`src/rtl/core/lpmc_pkg.sv`:
```
// Shared types, codes and reset constants for the LED pattern mode controller.
`default_nettype none

package lpmc_pkg;

  localparam int unsigned LEVEL_W   = 16;
  localparam int unsigned DELAY_W   = 16;
  localparam int unsigned LED_W     = 4;
  localparam int unsigned CFG_IDX_W = 3;
  localparam int unsigned CFG_DAT_W = 16;
  localparam int unsigned IN_TDATA_W  = 8;
  localparam int unsigned OUT_TDATA_W = 40;

  localparam logic [LEVEL_W-1:0] LEVEL_MAX = 16'hFFFF;

  // Register reset values
  localparam logic [LEVEL_W-1:0] FADE_STEP_RST      = 16'd500;
  localparam logic [DELAY_W-1:0] DELAY_FORWARD_RST  = 16'd500;
  localparam logic [DELAY_W-1:0] DELAY_BLINK_RST    = 16'd300;
  localparam logic [DELAY_W-1:0] DELAY_BACKWARD_RST = 16'd100;
  localparam logic [DELAY_W-1:0] DELAY_FADE_RST     = 16'd10;

  // Configuration register indexes
  typedef enum logic [CFG_IDX_W-1:0] {
    REG_FADE_STEP      = 3'd0,
    REG_DELAY_FORWARD  = 3'd1,
    REG_DELAY_BLINK    = 3'd2,
    REG_DELAY_BACKWARD = 3'd3,
    REG_DELAY_FADE     = 3'd4
  } reg_idx_t;

  // Operating modes, coded as reported on the result
  typedef enum logic [1:0] {
    MODE_FORWARD  = 2'd0,
    MODE_BLINK    = 2'd1,
    MODE_BACKWARD = 2'd2,
    MODE_FADE     = 2'd3
  } mode_t;

  // Button events
  typedef enum logic [1:0] {
    EVT_BUTTON1 = 2'd0,
    EVT_BUTTON2 = 2'd1,
    EVT_BUTTON3 = 2'd2,
    EVT_NONE    = 2'd3
  } event_t;

  typedef struct packed {
    logic [LEVEL_W-1:0] fade_step;
    logic [DELAY_W-1:0] delay_forward;
    logic [DELAY_W-1:0] delay_blink;
    logic [DELAY_W-1:0] delay_backward;
    logic [DELAY_W-1:0] delay_fade;
  } cfg_t;

  typedef struct packed {
    mode_t              mode;
    logic [1:0]         forward_index;
    logic               blink_phase;
    logic [1:0]         backward_index;
    logic [LEVEL_W-1:0] fade_level;
    logic               fade_down;
    logic [LED_W-1:0]   led_drive;
    logic [LEVEL_W-1:0] pwm_level;
    logic               pwm_enable;
  } state_t;

  localparam state_t STATE_RST = '{
    mode:           MODE_FORWARD,
    forward_index:  2'd0,
    blink_phase:    1'b0,
    backward_index: 2'd3,
    fade_level:     '0,
    fade_down:      1'b0,
    led_drive:      '0,
    pwm_level:      '0,
    pwm_enable:     1'b0
  };

  typedef struct packed {
    logic [DELAY_W-1:0] next_delay_ms;
    mode_t              current_mode;
    logic [LEVEL_W-1:0] pwm_duty;
    logic               pwm_on;
    logic [LED_W-1:0]   led_bits;
  } result_t;

  // Fixed mode transition table
  function automatic mode_t next_mode(input mode_t cur, input event_t evt);
    mode_t nm;
    nm = cur;
    unique case (cur)
      MODE_FORWARD: begin
        unique case (evt)
          EVT_BUTTON1: nm = MODE_BACKWARD;
          EVT_BUTTON2: nm = MODE_BLINK;
          EVT_BUTTON3: nm = MODE_FADE;
          default:     nm = cur;
        endcase
      end
      MODE_BLINK: begin
        unique case (evt)
          EVT_BUTTON1: nm = MODE_FORWARD;
          EVT_BUTTON2: nm = MODE_BACKWARD;
          EVT_BUTTON3: nm = MODE_FADE;
          default:     nm = cur;
        endcase
      end
      MODE_BACKWARD: begin
        unique case (evt)
          EVT_BUTTON1: nm = MODE_BLINK;
          EVT_BUTTON2: nm = MODE_FORWARD;
          EVT_BUTTON3: nm = MODE_FADE;
          default:     nm = cur;
        endcase
      end
      default: begin
        unique case (evt)
          EVT_NONE: nm = cur;
          default:  nm = MODE_FORWARD;
        endcase
      end
    endcase
    return nm;
  endfunction

endpackage

`default_nettype wire

```
`src/rtl/core/lpmc_step.sv`:
```
// One loop step: pattern advance, mode transition and result fields.
`default_nettype none

module lpmc_step (
  input  lpmc_pkg::state_t  cur,
  input  lpmc_pkg::cfg_t    cfg,
  input  logic [1:0]        button_event,
  output lpmc_pkg::state_t  nxt,
  output lpmc_pkg::result_t res
);
  import lpmc_pkg::*;

  state_t             pat;
  logic signed [17:0] lvl;
  logic [DELAY_W-1:0] delay;
  mode_t              target;
  event_t             evt;

  assign evt = event_t'(button_event);

  // Pattern step of the current mode
  always_comb begin
    pat = cur;
    lvl = '0;
    unique case (cur.mode)
      MODE_FORWARD: begin
        pat.led_drive     = LED_W'(1) << cur.forward_index;
        pat.forward_index = cur.forward_index + 2'd1;
      end
      MODE_BLINK: begin
        pat.led_drive   = cur.blink_phase ? '0 : '1;
        pat.blink_phase = ~cur.blink_phase;
      end
      MODE_BACKWARD: begin
        pat.led_drive      = LED_W'(1) << cur.backward_index;
        pat.backward_index = cur.backward_index - 2'd1;
      end
      default: begin
        // add or subtract the step, clamp at both rails
        if (cur.fade_down) begin
          lvl = $signed({2'b00, cur.fade_level}) - $signed({2'b00, cfg.fade_step});
        end else begin
          lvl = $signed({2'b00, cur.fade_level}) + $signed({2'b00, cfg.fade_step});
        end
        if (lvl >= $signed({2'b00, LEVEL_MAX})) begin
          lvl           = $signed({2'b00, LEVEL_MAX});
          pat.fade_down = 1'b1;
        end
        if (lvl <= 18'sd0) begin
          lvl           = 18'sd0;
          pat.fade_down = 1'b0;
        end
        pat.fade_level = lvl[LEVEL_W-1:0];
        pat.pwm_level  = lvl[LEVEL_W-1:0];
      end
    endcase
  end

  // Delay of the mode that ran the pattern
  always_comb begin
    unique case (cur.mode)
      MODE_FORWARD:  delay = cfg.delay_forward;
      MODE_BLINK:    delay = cfg.delay_blink;
      MODE_BACKWARD: delay = cfg.delay_backward;
      default:       delay = cfg.delay_fade;
    endcase
  end

  assign target = next_mode(cur.mode, evt);

  // Mode change: LEDs off, PWM follows fade mode
  always_comb begin
    nxt = pat;
    if (target != cur.mode) begin
      nxt.led_drive  = '0;
      nxt.mode       = target;
      nxt.pwm_enable = (target == MODE_FADE);
      if (target == MODE_FADE) begin
        nxt.pwm_level = '0;
      end
    end
  end

  assign res.led_bits      = nxt.led_drive;
  assign res.pwm_on        = nxt.pwm_enable;
  assign res.pwm_duty      = nxt.pwm_level;
  assign res.current_mode  = nxt.mode;
  assign res.next_delay_ms = delay;

endmodule

`default_nettype wire

```
`src/rtl/core/led_pattern_mode_controller.sv`:
```
// Top level of the LED pattern mode controller: state, config and result register.
//
//  channel | dir | handshake                  | payload
//  s_*     | in  | s_tvalid / s_tready        | s_tdata[1:0] button_event
//  m_*     | out | m_tvalid / m_tready        | m_tdata led, pwm, mode, delay
//  cfg_*   | in  | cfg_wen (no wait)          | cfg_index, cfg_data
//
// One item per clock: the step logic runs between the state registers and the
// result register, so an item is taken every cycle while the result is drained.
// m_tvalid rises in the cycle after an accept. s_tready is low only while a
// result is held and m_tready is low. Synchronous reset restores all state
// and register defaults; no clearing pass.
`default_nettype none

module led_pattern_mode_controller (
  input  logic                                clk,
  input  logic                                rst,
  input  logic                                s_tvalid,
  output logic                                s_tready,
  // [1:0] button_event, [7:2] zero
  input  logic [lpmc_pkg::IN_TDATA_W-1:0]     s_tdata,
  output logic                                m_tvalid,
  input  logic                                m_tready,
  // [3:0] led_bits, [4] pwm_on, [20:5] pwm_duty, [22:21] current_mode,
  // [38:23] next_delay_ms, [39] zero
  output logic [lpmc_pkg::OUT_TDATA_W-1:0]    m_tdata,
  input  logic                                cfg_wen,
  input  logic [lpmc_pkg::CFG_IDX_W-1:0]      cfg_index,
  input  logic [lpmc_pkg::CFG_DAT_W-1:0]      cfg_data
);
  import lpmc_pkg::*;

  cfg_t    cfg;
  state_t  state;
  state_t  state_next;
  result_t res_next;
  result_t res;
  logic    accept;

  assign s_tready = !m_tvalid || m_tready;
  assign accept   = s_tvalid && s_tready;

  // Configuration writes; unknown indexes are dropped
  always_ff @(posedge clk) begin
    if (rst) begin
      cfg.fade_step      <= FADE_STEP_RST;
      cfg.delay_forward  <= DELAY_FORWARD_RST;
      cfg.delay_blink    <= DELAY_BLINK_RST;
      cfg.delay_backward <= DELAY_BACKWARD_RST;
      cfg.delay_fade     <= DELAY_FADE_RST;
    end else if (cfg_wen) begin
      unique case (reg_idx_t'(cfg_index))
        REG_FADE_STEP:      cfg.fade_step      <= cfg_data;
        REG_DELAY_FORWARD:  cfg.delay_forward  <= cfg_data;
        REG_DELAY_BLINK:    cfg.delay_blink    <= cfg_data;
        REG_DELAY_BACKWARD: cfg.delay_backward <= cfg_data;
        REG_DELAY_FADE:     cfg.delay_fade     <= cfg_data;
        default:            ;
      endcase
    end
  end

  lpmc_step u_step (
    .cur          (state),
    .cfg          (cfg),
    .button_event (s_tdata[1:0]),
    .nxt          (state_next),
    .res          (res_next)
  );

  // State advances on each accepted item
  always_ff @(posedge clk) begin
    if (rst) begin
      state <= STATE_RST;
    end else if (accept) begin
      state <= state_next;
    end
  end

  // Result register
  always_ff @(posedge clk) begin
    if (rst) begin
      m_tvalid <= 1'b0;
    end else if (accept) begin
      m_tvalid <= 1'b1;
    end else if (m_tready) begin
      m_tvalid <= 1'b0;
    end
  end

  always_ff @(posedge clk) begin
    if (accept) begin
      res <= res_next;
    end
  end

  assign m_tdata = {1'b0, res.next_delay_ms, res.current_mode, res.pwm_duty,
                    res.pwm_on, res.led_bits};

`ifndef SYNTHESIS
  // an accepted item always yields a result next cycle
  a_accept_result: assert property (@(posedge clk) disable iff (rst)
    accept |=> m_tvalid)
    else $error("accepted item produced no result");

  // PWM runs exactly while in fade mode
  a_pwm_mode: assert property (@(posedge clk) disable iff (rst)
    m_tvalid |-> (res.pwm_on == (res.current_mode == MODE_FADE)))
    else $error("pwm_on disagrees with current mode");

  // state only moves on an accepted item
  a_state_hold: assert property (@(posedge clk) disable iff (rst)
    !accept |=> $stable(state))
    else $error("state changed without an accepted item");
`endif

endmodule

`default_nettype wire

```
`config.mk`:
```
export PLATFORM = sky130hd
export DESIGN_NAME = led_pattern_mode_controller
export DESIGN_NICKNAME = d
export VERILOG_FILES = /design/src/rtl/core/lpmc_pkg.sv /design/src/rtl/core/lpmc_step.sv /design/src/rtl/core/led_pattern_mode_controller.sv
export SDC_FILE = /design/constraint.sdc
export NUM_CORES = 1
export LEC_CHECK = 0
export BUFFER_PORTS_ARGS = -buffer_cell sky130_fd_sc_hd__buf_2
export CORE_ASPECT_RATIO = 1.2
export CORE_UTILIZATION = 25
export DETAILED_ROUTE_END_ITERATION = 6
export GPL_TIMING_DRIVEN = 0
export PLACE_DENSITY_LB_ADDON = 0.2
export REMOVE_ABC_BUFFERS = 1
export SYNTH_ARGS = -nofsm -noshare
export SYNTH_HDL_FRONTEND = slang
export SYNTH_SLANG_ARGS = --single-unit
export TNS_END_PERCENT = 10
```
`constraint.sdc`:
```
create_clock -name clk -period 8.4 [get_ports clk]
set_clock_uncertainty 0.2 [all_clocks]
set_input_delay 1.26 -clock clk [delete_from_list [all_inputs] [get_ports clk]]
set_output_delay 1.26 -clock clk [all_outputs]
set_load 0.05 [all_outputs]
```
* Word level (Yosys, flattened, before mapping)
Cells that the tools add are included.
** Storage, ports and cells
- Word-level logic and storage cells :: 81
- Output and inout port bits :: 42
- Bits in registers :: 165
- Input port bits :: 32
** Cells by class
- Equality and inequality tests :: 11
- Reductions and logical operators :: 19
- Shift operators :: 2
- Bitwise operators :: 2
- $add $sub $neg :: 4
- $lt $le $gt $ge :: 2
- Mux-type cells :: 21
** Operators with widths (number)
- two-way mux 18 bit :: 4
- two-way mux 16 bit :: 3
- case mux 16 bit (3 select lines) :: 1
- case mux 2 bit (3 select lines) :: 4
- two-way mux 21 bit :: 1
- greater-or-equal comparator 18 x 17 -> 1 bit (second input constant) :: 1
- less-or-equal comparator 18 x 1 -> 1 bit (second input constant) :: 1
- AND reduction 2 bit :: 9
- adder 16 x 16 -> 17 bit :: 1
- subtractor 16 x 16 -> 17 bit :: 1
- case mux 4 bit (3 select lines) :: 1
- == test 2 bit (second input constant) :: 4
- << shifter 1 x 2 -> 4 bit (first input constant) :: 2
- == test 3 x 2 -> 1 bit (second input constant) :: 2
- == test 2 x 1 -> 1 bit (second input constant) :: 2
- logical NOT 2 bit :: 2
- two-way mux 1 bit :: 4
- two-way mux 2 bit :: 2
- two-way mux 4 bit :: 1
- nonzero test 2 bit :: 2
- == test 3 x 1 -> 1 bit (second input constant) :: 1
- == test 3 bit (second input constant) :: 1
- logical NOT 3 bit :: 1
- AND reduction 3 bit :: 1
- other kinds (8) :: 9

* Logic depth before layout (Yosys ltp)
Gate-level depths: netlist (run 1).
- Depth in word-level cells :: 11
- Depth in mapped cells :: 14

* By module
Synthesis (run 1) repeated with hierarchy kept, for this count alone.
** Unflattened totals
- Cells, all modules :: 1034
- Area, all modules :: 9176.3 um2
** By module, submodules not included
- led_pattern_mode_controller :: area an instance 5949.5 um2, sequential area each 3693.5 um2, instances 1, cells each 594
- lpmc_step :: area an instance 3226.8 um2, sequential area each 0.0 um2, instances 1, cells each 440

* Worst setup path after synthesis (run 1)
OpenSTA, ideal clock, no wires.
- Path kind :: input port to flip-flop
- Start point :: in m_tready
- End point :: reg state[40] in the netlist's numbering
- Required time :: 8.072 ns
- Setup slack :: 4.366 ns
- Stages on the path :: 7
- Library setup time :: 0.128 ns
- Data arrival time :: 3.707 ns
- Cell sequence :: nand2b_1 nand2_1 inv_1 clkbuf_1 nand3_1 xor2_1 nor2_1
** Between the ends
- Longest elaborated chain between the ends :: 3
** RTL lines
- start, declared :: RTL line led_pattern_mode_controller.sv:23 : input logic m_tready,
- logical OR 1 bit :: RTL line led_pattern_mode_controller.sv:40 : assign s_tready = !m_tvalid || m_tready;
- logical AND 1 bit :: RTL line led_pattern_mode_controller.sv:41 : assign accept = s_tvalid && s_tready;
- named net accept :: RTL line led_pattern_mode_controller.sv:38 : logic accept;
- AND reduction 2 bit (no source line)
- end signal, assigned :: RTL line led_pattern_mode_controller.sv:76 : state <= state_next;
- end, declared :: RTL line led_pattern_mode_controller.sv:34 : state_t state;
The timed path passes the listed nets, and every way through them passes these cells.
A chain may end at the register's enable or synchronous reset.

==> flow_metrics.tcl, run 1 <==
set metrics [dict create \
    routed_wl_mm 22.5 \
    rows 72 \
    layout-drive-gt1-share_pct 13.9 \
    layout_min_cycle_time_ns 4.76 \
    avgSynthCellArea_sq_um 8.76 \
    placed_cells 1367 \
    synth_edf_count 39 \
    cts_resized 0 \
    status "completed" \
    final_core_util_pct 29.4 \
    power_frac_seq_pct 47.3 \
    synth_area_leaders "dfxtp_1 31%, edfxtp_1 14%, nand2_1 10%, a21oi_1 7.2%, ha_1 5.6%" \
    p_per_area_nw_per_um2 192 \
    clockBufferDepth 2 \
    maxSlewViolCount 0 \
    cts.sinks 165 \
    holdCritStartpoint "state[13]" \
    rr_startpoint "state[21]" \
    hp-class "flip-flop to flip-flop" \
    holdPathEnd "state[13]" \
    power_switching_w 0.000521 \
    areaGrowthSynthToFinish_pct 15.3 \
    ant_nets 0 \
    seq_area_sq_um 3690 \
    cp.buffers_inverters 1 \
    antenna_found_initial 0 \
    cts_tree "yes" \
    nFillCells 3407 \
    die_w_microns 168 \
    place_congestion 0.824 \
    crit_path_start "state[21]" \
    postCtsHoldBufs 0 \
    slowest_stage "dfxtp_1" \
    coreArea_sq_um 32300 \
    path_cells "inv_1 -> nor3_1 -> o21ai_0 -> o21ai_0 -> a221oi_2 -> mux2i_1 -> nor4_2 -> a41oi_1 -> and2_1 -> o21ai_0" \
    slew_headroom_pct 5.35 \
    gr-total-overflow 0 \
    p_clk_share_pct 40.7 \
    fin_crit_sh_pct 56.6 \
    clock_latency_ns 0.44 \
    num_antenna_cells 0 \
    post_cts_buffers 0 \
    multi_input_area_sq_um 4210 \
    port-buffer-count 66 \
    vias_per_cell 4.75 \
    clock_tree.root_cell "clkbuf_16" \
    synth_top_area_cell "dfxtp_1" \
    required_ns 8.35 \
    switching_share_pct 28.6 \
    wire_per_inst_microns 16.1 \
    ys.flop_type "dfxtp_1" \
    layout.cells.non_filler 1399 \
    rsz0062_at_grt "false" \
    dieArea_sq_um 33700 \
    die_h_microns 201 \
    cts_made_buffers 17 \
    place_hpwl_mm 15.7 \
    worstSetupPathType "flip-flop to flip-flop" \
    io_pins 74 \
    fmax_mhz 210 \
    drt_iter0_markers 395 \
    crit_fanout 24 \
    vdd_drop_max_mv 0.116 \
    p_int_w 0.00130 \
    setup_viol 0 \
    grt_pass1_wl_mm 36.2 \
    grt_pass1_vias 6588 \
    worstMarginPinSlew_ns 1.42 \
    final_hold_viol_count 0 \
    whs_path_depth 2 \
    grt_max_degree 84 \
    ys_warn_count 0 \
    grt_usage_pct 13.8 \
    synth_area_sq_um 8240 \
    drc 0 \
    max_stage_delay_ns 0.93 \
    ff2ff_setup_slack_ns 3.64 \
    ys_types 72 \
    async_flop_share_pct 0 \
    arrival_ns 4.71 \
    dr.pass1.iters 7 \
    synth-seq-cells 165 \
    ys_seq_area_share_pct 44.8 \
    drv_cap 0 \
    cts_max_level 4 \
    crit_top_cell "o21ai_0" \
    r2r-end "m_tdata[9]" \
    start_kind "flip-flop" \
    cp_top_family "compound AO/OA/AOI/OAI gates" \
    p_leak_nw 3.75 \
    synthCells 941 \
    clkTransAtPathRegs_ns 0.08 \
    p_comb_share_pct 12.0 \
    synth_top_area_share_pct 30.6 \
    vias 6642 \
    worstSetupEndpointType "flip-flop" \
    worstRegToRegCells 10 \
    start_util_pct 25.5 \
    tns_ns 0 \
    layout.nets 1050 \
]
-- power by group through the flow --
| stage | combinational (W) | sequential, W | clock (W) |
|---|---|---|---|
| floorplan | 0.0000961 | 0.000927 | 0 |
| global placement | 0.000209 | 0.000886 | 0 |
| detailed placement | 0.000220 | 0.000880 | 0 |
| CTS | 0.000221 | 0.000862 | 0.000766 |
| global route | 0.000239 | 0.000865 | 0.000799 |
| finish | 0.000218 | 0.000862 | 0.000741 |
-- cell type report --
cell class	count	area share, %
Clock buffer	20	4.70
Clock inverter	12	0.988
Inverter	39	1.54
Multi-Input combinational cell	687	44.3
Sequential cell	165	38.9
Tap cell	407	5.36
Timing Repair Buffer	69	4.21
-- cell usage after synthesis, types with 11 or more instances --
master    number
a21o_1        23
dfxtp_1      126
ha_1          37
mux4_2        16
o21ai_0       28
a21oi_1      118
inv_1         38
nor3_1        11
xnor2_1       15
clkbuf_1      40
nor2_1        53
nor2b_1       11
nand3b_1      18
edfxtp_1      39
nand2_1      230
-- sequential cells by signal, indices dropped and copies added, names as in the netlist --
name,count
cfg,80
state,45
m_tdata,39
m_tvalid,1
-- worst reg2reg max path, stage by stage, from the launching register on --
cell and delay [ns]:
dfxtp_1 0.93, inv_1 0.48, nor3_1 0.40, o21ai_0 0.20, o21ai_0 0.59, a221oi_2 0.21, mux2i_1 0.44, nor4_2 0.12
a41oi_1 0.61, and2_1 0.23, o21ai_0 0.07
-- cell usage in the layout (no fill, tap or decap), types with 3 or more instances in the layout --
master and n:
nand2_1 230, dfxtp_1 125, a21oi_1 118, buf_2 65, nor2_1 51, edfxtp_1 39
inv_1 37, ha_1 37, o21ai_0 28, a21o_1 23, nand3b_1 18, clkbuf_16 17
mux4_2 16, xnor2_1 15, nor2b_1 11, nor3_1 11, nand3_1 10, nand2b_1 10
a211oi_1 9, and2_1 7, a211o_1 6, or2_2 5, nand4_1 5, a22oi_1 4
o21ai_1 4, inv_6 4, nor4_1 3, o31ai_1 3, a221oi_1 3, o311ai_0 3
a21boi_0 3, mux2i_1 3
-- per-layer routing --
layer  global-route usage, %  wire, microns  up-vias  part of all wire [%]
met3                    2.50            724       24                   3.2
met5                       0              0        -                     0
met2                    22.1          10600      128                    47
met1                    18.2          10700     3150                    48
li1                        -              -     3340                     -
met4                    5.80            484        0                   2.1
-- logic make-up (layout without fill, tap and decap cells) --
kind of cell             count (synthesis)  in the layout  synth area share (%)
AND/OR/NAND/NOR                        375            375                  20.2
AO/OA/AOI/OAI                          234            234                  17.8
flip-flops                             165            165                  44.8
buffers and inverters                   89            140                  4.19
adder cells (fa/ha/maj)                 39             39                  6.10
multiplexers                            21             21                  5.01
XOR/XNOR                                17             17                  1.81
other                                    1              1                0.0455
-- through the flow --
step	hold slack (ns)	instance area [sq um]	worst slack, ns	power, W
after floorplan	0.223	8040	3.94	0.00102
after global placement	0.233	8880	2.95	0.00109
after detailed placement	0.234	8960	3.71	0.00110
after CTS	0.247	9500	3.69	0.00185
after global routing	0.262	9500	3.44	0.00190
final	0.246	9500	3.64	0.00182
-- worst max path at each step --
stage            endpoint  slack [ns]  cells after the start
2_1_floorplan   state[27]        3.94                      8
3_3_place_gp    state[28]        2.95                      9
3_5_place_dp   m_tdata[7]        3.71                      9
4_1_cts        m_tdata[7]        3.69                      9
5_1_grt        m_tdata[7]        3.44                      9
6_report       m_tdata[9]        3.64                     10
Power figures use the tool's default switching activity.
==> inputs of run 2 (changes only) <==
Clock period 8.4 ns to 4.85 ns, I/O delays scaled along.
==> run 2 against run 1 <==
Sequential power up 73%. Combinational power rose by 73%. Register-to-register slack lost 3.3 ns. Non-clock buffer count did not move. Worst setup slack got worse by 3.3 ns. Critical endpoint is now m_tdata[7].
==> flow_metrics.tcl, run 2 (synthesis results as in run 1) <==
set metrics [dict create \
    max_stage_delay_ns 0.62 \
    fin_area_sq_um 9500 \
    cts.sinks 165 \
    hp-class "flip-flop to flip-flop" \
    p_per_area_nw_per_um2 332 \
    slowest_stage "or4_4" \
    place_area_sq_um 8960 \
    placed_cells 1367 \
    pre_cts_ws_ns 0.159 \
    cts_made_buffers 17 \
    start_util_pct 25.5 \
    path_cells "ha_1 -> inv_1 -> fa_1 -> o21bai_2 -> o2111ai_2 -> a211oi_1 -> o41ai_2 -> a2111oi_1 -> o41a_1 -> or4_4 -> o21ai_1 -> o21ai_0" \
    die_w_microns 168 \
    whs_path_depth 2 \
    final_hold_viol_count 0 \
    rows 72 \
    drt_iter0_markers 395 \
    grt_use_met3_pct 2.50 \
    routed_wl_mm 22.5 \
    grt_max_degree 84 \
    layout.cells.non_filler 1399 \
    dieArea_sq_um 33700 \
    antenna_found_initial 0 \
    status "completed" \
    top_usage_layer "met2" \
    layout.nets 1050 \
    postCtsHoldBufs 0 \
    top_register "cfg" \
    vias_per_cell 4.75 \
    grt_pass1_wl_mm 36.2 \
    place_hpwl_mm 15.7 \
    rr_startpoint "cfg[64]" \
    clock_tree.root_cell "clkbuf_16" \
    slew_headroom_pct 5.35 \
    clkTransAtPathRegs_ns 0.08 \
    finalWorstSetupSlack_ns 0.378 \
    worstSetupEndpointType "flip-flop" \
    tns_ns 0 \
    vdd_drop_max_mv 0.201 \
    p_leak_nw 3.75 \
    vias 6642 \
    coreArea_sq_um 32300 \
    wire_per_inst_microns 16.1 \
    use_met1_pct 18.2 \
    largest_reg_flops 80 \
    worstMarginPinSlew_ns 1.42 \
    areaGrowthSynthToFinish_pct 15.3 \
    start_kind "flip-flop" \
    required_ns 4.79 \
    setup_viol 0 \
    num_antenna_cells 0 \
    layout.cells.most_common "nand2_1" \
    ff2ff_setup_slack_ns 0.38 \
    gr-total-overflow 0 \
    worstRegToRegCells 12 \
    cts_max_level 4 \
    die_h_microns 201 \
    layout_min_cycle_time_ns 4.47 \
    grt_pass1_vias 6588 \
    holdPathEnd "state[13]" \
    fmax_mhz 224 \
    fin_crit_sh_pct 92.2 \
    cts_tree "yes" \
    multi_input_area_sq_um 4210 \
    r2r-end "m_tdata[7]" \
    io_pins 74 \
    crit_path_start "cfg[64]" \
    grt.met2_usage_pct 22.1 \
    rsz0062_at_grt "false" \
    dr.pass1.iters 7 \
    nFillCells 3406 \
    holdCritStartpoint "state[13]" \
    clockBufferDepth 2 \
    maxSlewViolCount 0 \
    port-buffer-count 66 \
    drc 0 \
    ant_nets 0 \
    place_congestion 0.824 \
    crit_fanout 11 \
    layout_common_cells "230 x nand2_1, 124 x dfxtp_1, 118 x a21oi_1, 65 x buf_2, 51 x nor2_1" \
    cp.buffers_inverters 1 \
    seq_area_sq_um 3700 \
    grt_usage_pct 13.8 \
    worstSetupPathType "flip-flop to flip-flop" \
    arrival_ns 4.42 \
    layout-drive-gt1-share_pct 14.0 \
    drv_cap 0 \
    cp_top_family "compound AO/OA/AOI/OAI gates" \
    clock_latency_ns 0.44 \
]
==> run 2: cell count changes in the layout (fill, tap and decap cells not counted) <==
cell	delta
dfxtp_1	-1
dfxtp_2	+1
==> run 2: cell type report <==
cell class                      count  share of cell area, %
Clock inverter                     12                  0.988
Multi-Input combinational cell    687                   44.3
Timing Repair Buffer               69                   4.21
Inverter                           39                   1.54
Sequential cell                   165                   38.9
Tap cell                          407                   5.36
Clock buffer                       20                   4.70
==> run 2: routing by layer <==
metal  wire, microns  up-vias  share of wire (%)
li1                -     3340                  -
met2           10600      128                 47
met1           10700     3150                 48
met5               0        -                  0
met4             484        0                2.1
met3             724       24                3.2
==> run 2: worst reg2reg max path: stages, from the launching register on <==
cell,delay (ns)
dfxtp_1,0.38
ha_1,0.24
inv_1,0.07
fa_1,0.21
o21bai_2,0.10
o2111ai_2,0.34
a211oi_1,0.15
o41ai_2,0.46
a2111oi_1,0.16
o41a_1,0.55
or4_4,0.63
o21ai_1,0.50
o21ai_0,0.20
==> run 2: metrics by stage <==
step | hold WS (ns) | util (%) | total power [W]
final | 0.246 | 29.4 | 0.00315
after global routing | 0.262 | 29.4 | 0.00330
after CTS | 0.247 | 29.4 | 0.00320
after detailed placement | 0.234 | 27.7 | 0.00190
after global placement | 0.233 | 27.5 | 0.00190
after floorplan | 0.223 | - | 0.00177
==> run 2: where the power goes <==
part	internal, W	switching, W	leakage [nW]	total (W)
Sequential	0.00146	0.0000320	1.41	0.00149
Combinational	0.000114	0.000264	2.09	0.000377
Clock	0.000678	0.000606	0.262	0.00128
Total	0.00225	0.000902	3.75	0.00315
==> run 2: worst max-delay path by stage <==
stage	end	slack [ns]	cells past startpoint
detailed placement	m_tdata[7]	0.16	9
global placement	state[28]	-0.07	9
global route	m_tdata[7]	0.12	12
finish	m_tdata[7]	0.38	12
CTS	m_tdata[7]	0.14	9
floorplan	state[27]	0.92	8
==> run 2: what timing repair did <==
| item | CTS | global route |
|---|---|---|
| endpoints found under the setup margin | 0 | 15 |
| setup buffers | 0 | 0 |
| resized for setup | 0 | 1 |
==> inputs of run 3 (changes only) <==
Settings changed: CORE_ASPECT_RATIO 1.2 to 0.6.
==> run 3 against run 2 <==
Routed wire length is 4.0% higher. Global-route usage rose by 0.55 points. Fmax fell by 1.2%. Combinational power is 1% higher. Worst setup slack worse by 0.052 ns. Highest routed layer is now met5. First-iteration DRC count is 53% higher. Critical endpoint is now m_tdata[9]. Clock-buffer cell count up 4. Largest cell class unchanged. Via count is 1.5% higher. Core utilization increased by 0.16 points. Final area increased by 0.79%. Flip-flop and latch count unchanged.
==> flow_metrics.tcl, run 3 (synthesis results as in run 1) <==
set metrics [dict create \
    largest_reg_flops 80 \
    setup_viol 0 \
    p_leak_nw 3.78 \
    cts_made_buffers 17 \
    start_util_pct 25.4 \
    clockBufferDepth 2 \
    layout-drive-gt1-share_pct 14.1 \
    p_per_area_nw_per_um2 334 \
    port-buffer-count 66 \
    required_ns 4.80 \
    layout_min_cycle_time_ns 4.52 \
    r2r-end "m_tdata[9]" \
    top_register "cfg" \
    grt_max_degree 88 \
    wire_per_inst_microns 16.5 \
    worstSetupPathType "flip-flop to flip-flop" \
    rr_startpoint "state[22]" \
    worstMarginPinSlew_ns 1.41 \
    finalWorstSetupSlack_ns 0.326 \
    areaGrowthSynthToFinish_pct 16.2 \
    postCtsHoldBufs 0 \
    final_core_util_pct 29.5 \
    final_hold_viol_count 0 \
    vias_per_cell 4.75 \
    ff2ff_setup_slack_ns 0.33 \
    place_congestion 0.855 \
    crit_fanout 11 \
    layout.nets 1051 \
    grt_pass1_vias 6484 \
    vias 6743 \
    drc 0 \
    status "completed" \
    start_kind "flip-flop" \
    clkTransAtPathRegs_ns 0.06 \
    drt_iter0_markers 604 \
    slew_headroom_pct 6.06 \
    layout.cells.most_common "nand2_1" \
    cts_max_level 4 \
    worstRegToRegCells 12 \
    cts.sinks 165 \
    routed_wl_mm 23.4 \
    hp-class "flip-flop to flip-flop" \
    fmax_mhz 221 \
    maxSlewViolCount 0 \
    die_h_microns 143 \
    coreArea_sq_um 32400 \
    io_pins 74 \
    tns_ns 0 \
    rsz0062_at_grt "false" \
    die_w_microns 236 \
    grt_usage_pct 14.4 \
    arrival_ns 4.47 \
    crit_path_start "state[22]" \
    whs_path_depth 2 \
    rows 51 \
    place_hpwl_mm 16.6 \
    drv_cap 0 \
    total_power_w 0.00320 \
    ant_nets 0 \
    fin_crit_sh_pct 93.3 \
    dr.pass1.iters 6 \
    clock_latency_ns 0.44 \
    holdCritStartpoint "state[13]" \
    cts_tree "yes" \
    dieArea_sq_um 33700 \
    clock_tree.root_cell "clkbuf_16" \
    layout_common_cells "230 x nand2_1, 124 x dfxtp_1, 118 x a21oi_1, 65 x buf_2, 52 x nor2_1" \
    worstSetupEndpointType "flip-flop" \
    timing.hold.ws_ns 0.247 \
    antenna_found_initial 4 \
    pre_cts_ws_ns -0.0593 \
    vdd_drop_max_mv 0.241 \
    holdPathEnd "state[13]" \
    gr-total-overflow 0 \
    grt_pass1_wl_mm 37.2 \
]
## run 3: cell count changes in the layout (fill, tap and decap cells not counted), moves of 2 or more
| cell | previous run | this run |
|---|---|---|
| inv_6 | 4 | 0 |
| clkinvlp_4 | 2 | 0 |
| diode_2 | 0 | 4 |
| clkbuf_1 | 2 | 4 |
| clkinv_2 | 1 | 4 |
## run 3: worst max-delay path by stage
| stage | end | cells past startpoint | slack (ns) |
|---|---|---|---|
| floorplan | state[27] | 8 | 0.92 |
| global placement | state[6] | 9 | -0.18 |
| detailed placement | m_tdata[9] | 9 | -0.06 |
| CTS | m_tdata[9] | 12 | 0.20 |
| global route | m_tdata[9] | 12 | 0.18 |
| finish | m_tdata[9] | 12 | 0.33 |
## run 3: critical path, stage by stage (launching register included)
cell and delay [ns]:
dfxtp_1 0.40, ha_1 0.24, inv_1 0.07, fa_1 0.20
o21bai_2 0.10, o2111ai_2 0.34, a211oi_1 0.17, o41ai_2 0.51
a2111oi_1 0.16, o41a_1 0.56, or4_4 0.63, o21ai_2 0.39
o21ai_0 0.23
## run 3: area by class of cell
cell class / count / area (sq um)
Fill cell: 3465 / 22800
Inverter: 39 / 146
Tap cell: 424 / 531
Sequential cell: 165 / 3700
Timing Repair Buffer: 70 / 412
Clock buffer: 24 / 493
Multi-Input combinational cell: 687 / 4220
Clock inverter: 8 / 71.3
Antenna cell: 4 / 10.0
## run 3: where the power goes
part / internal, W / switching (W)
Combinational: 0.000114 / 0.000268
Sequential: 0.00146 / 0.0000305
Clock: 0.000762 / 0.000565
## run 3: what timing repair did
item / 4_1_cts / 5_1_grt
setup endpoints to repair: 4 / 6
gates resized for setup: 1 / 2
setup buffers: 0 / 0
## run 3: metal layers
metal  share of wire, %  global-route usage [%]  wire length [microns]
met1                 54                    21.5                  12700
met2                 39                    19.9                   9230
met3                5.4                    3.94                   1250
met4               0.76                    3.66                    179
met5              0.047                       0                     11
## run 3: metrics by stage
stage               cell area (sq um)  instances
global placement                 8900       1381
detailed placement               8990       1385
finish                           9580       1421
floorplan                        8040        891
global route                     9570       1418
CTS                              9550       1417
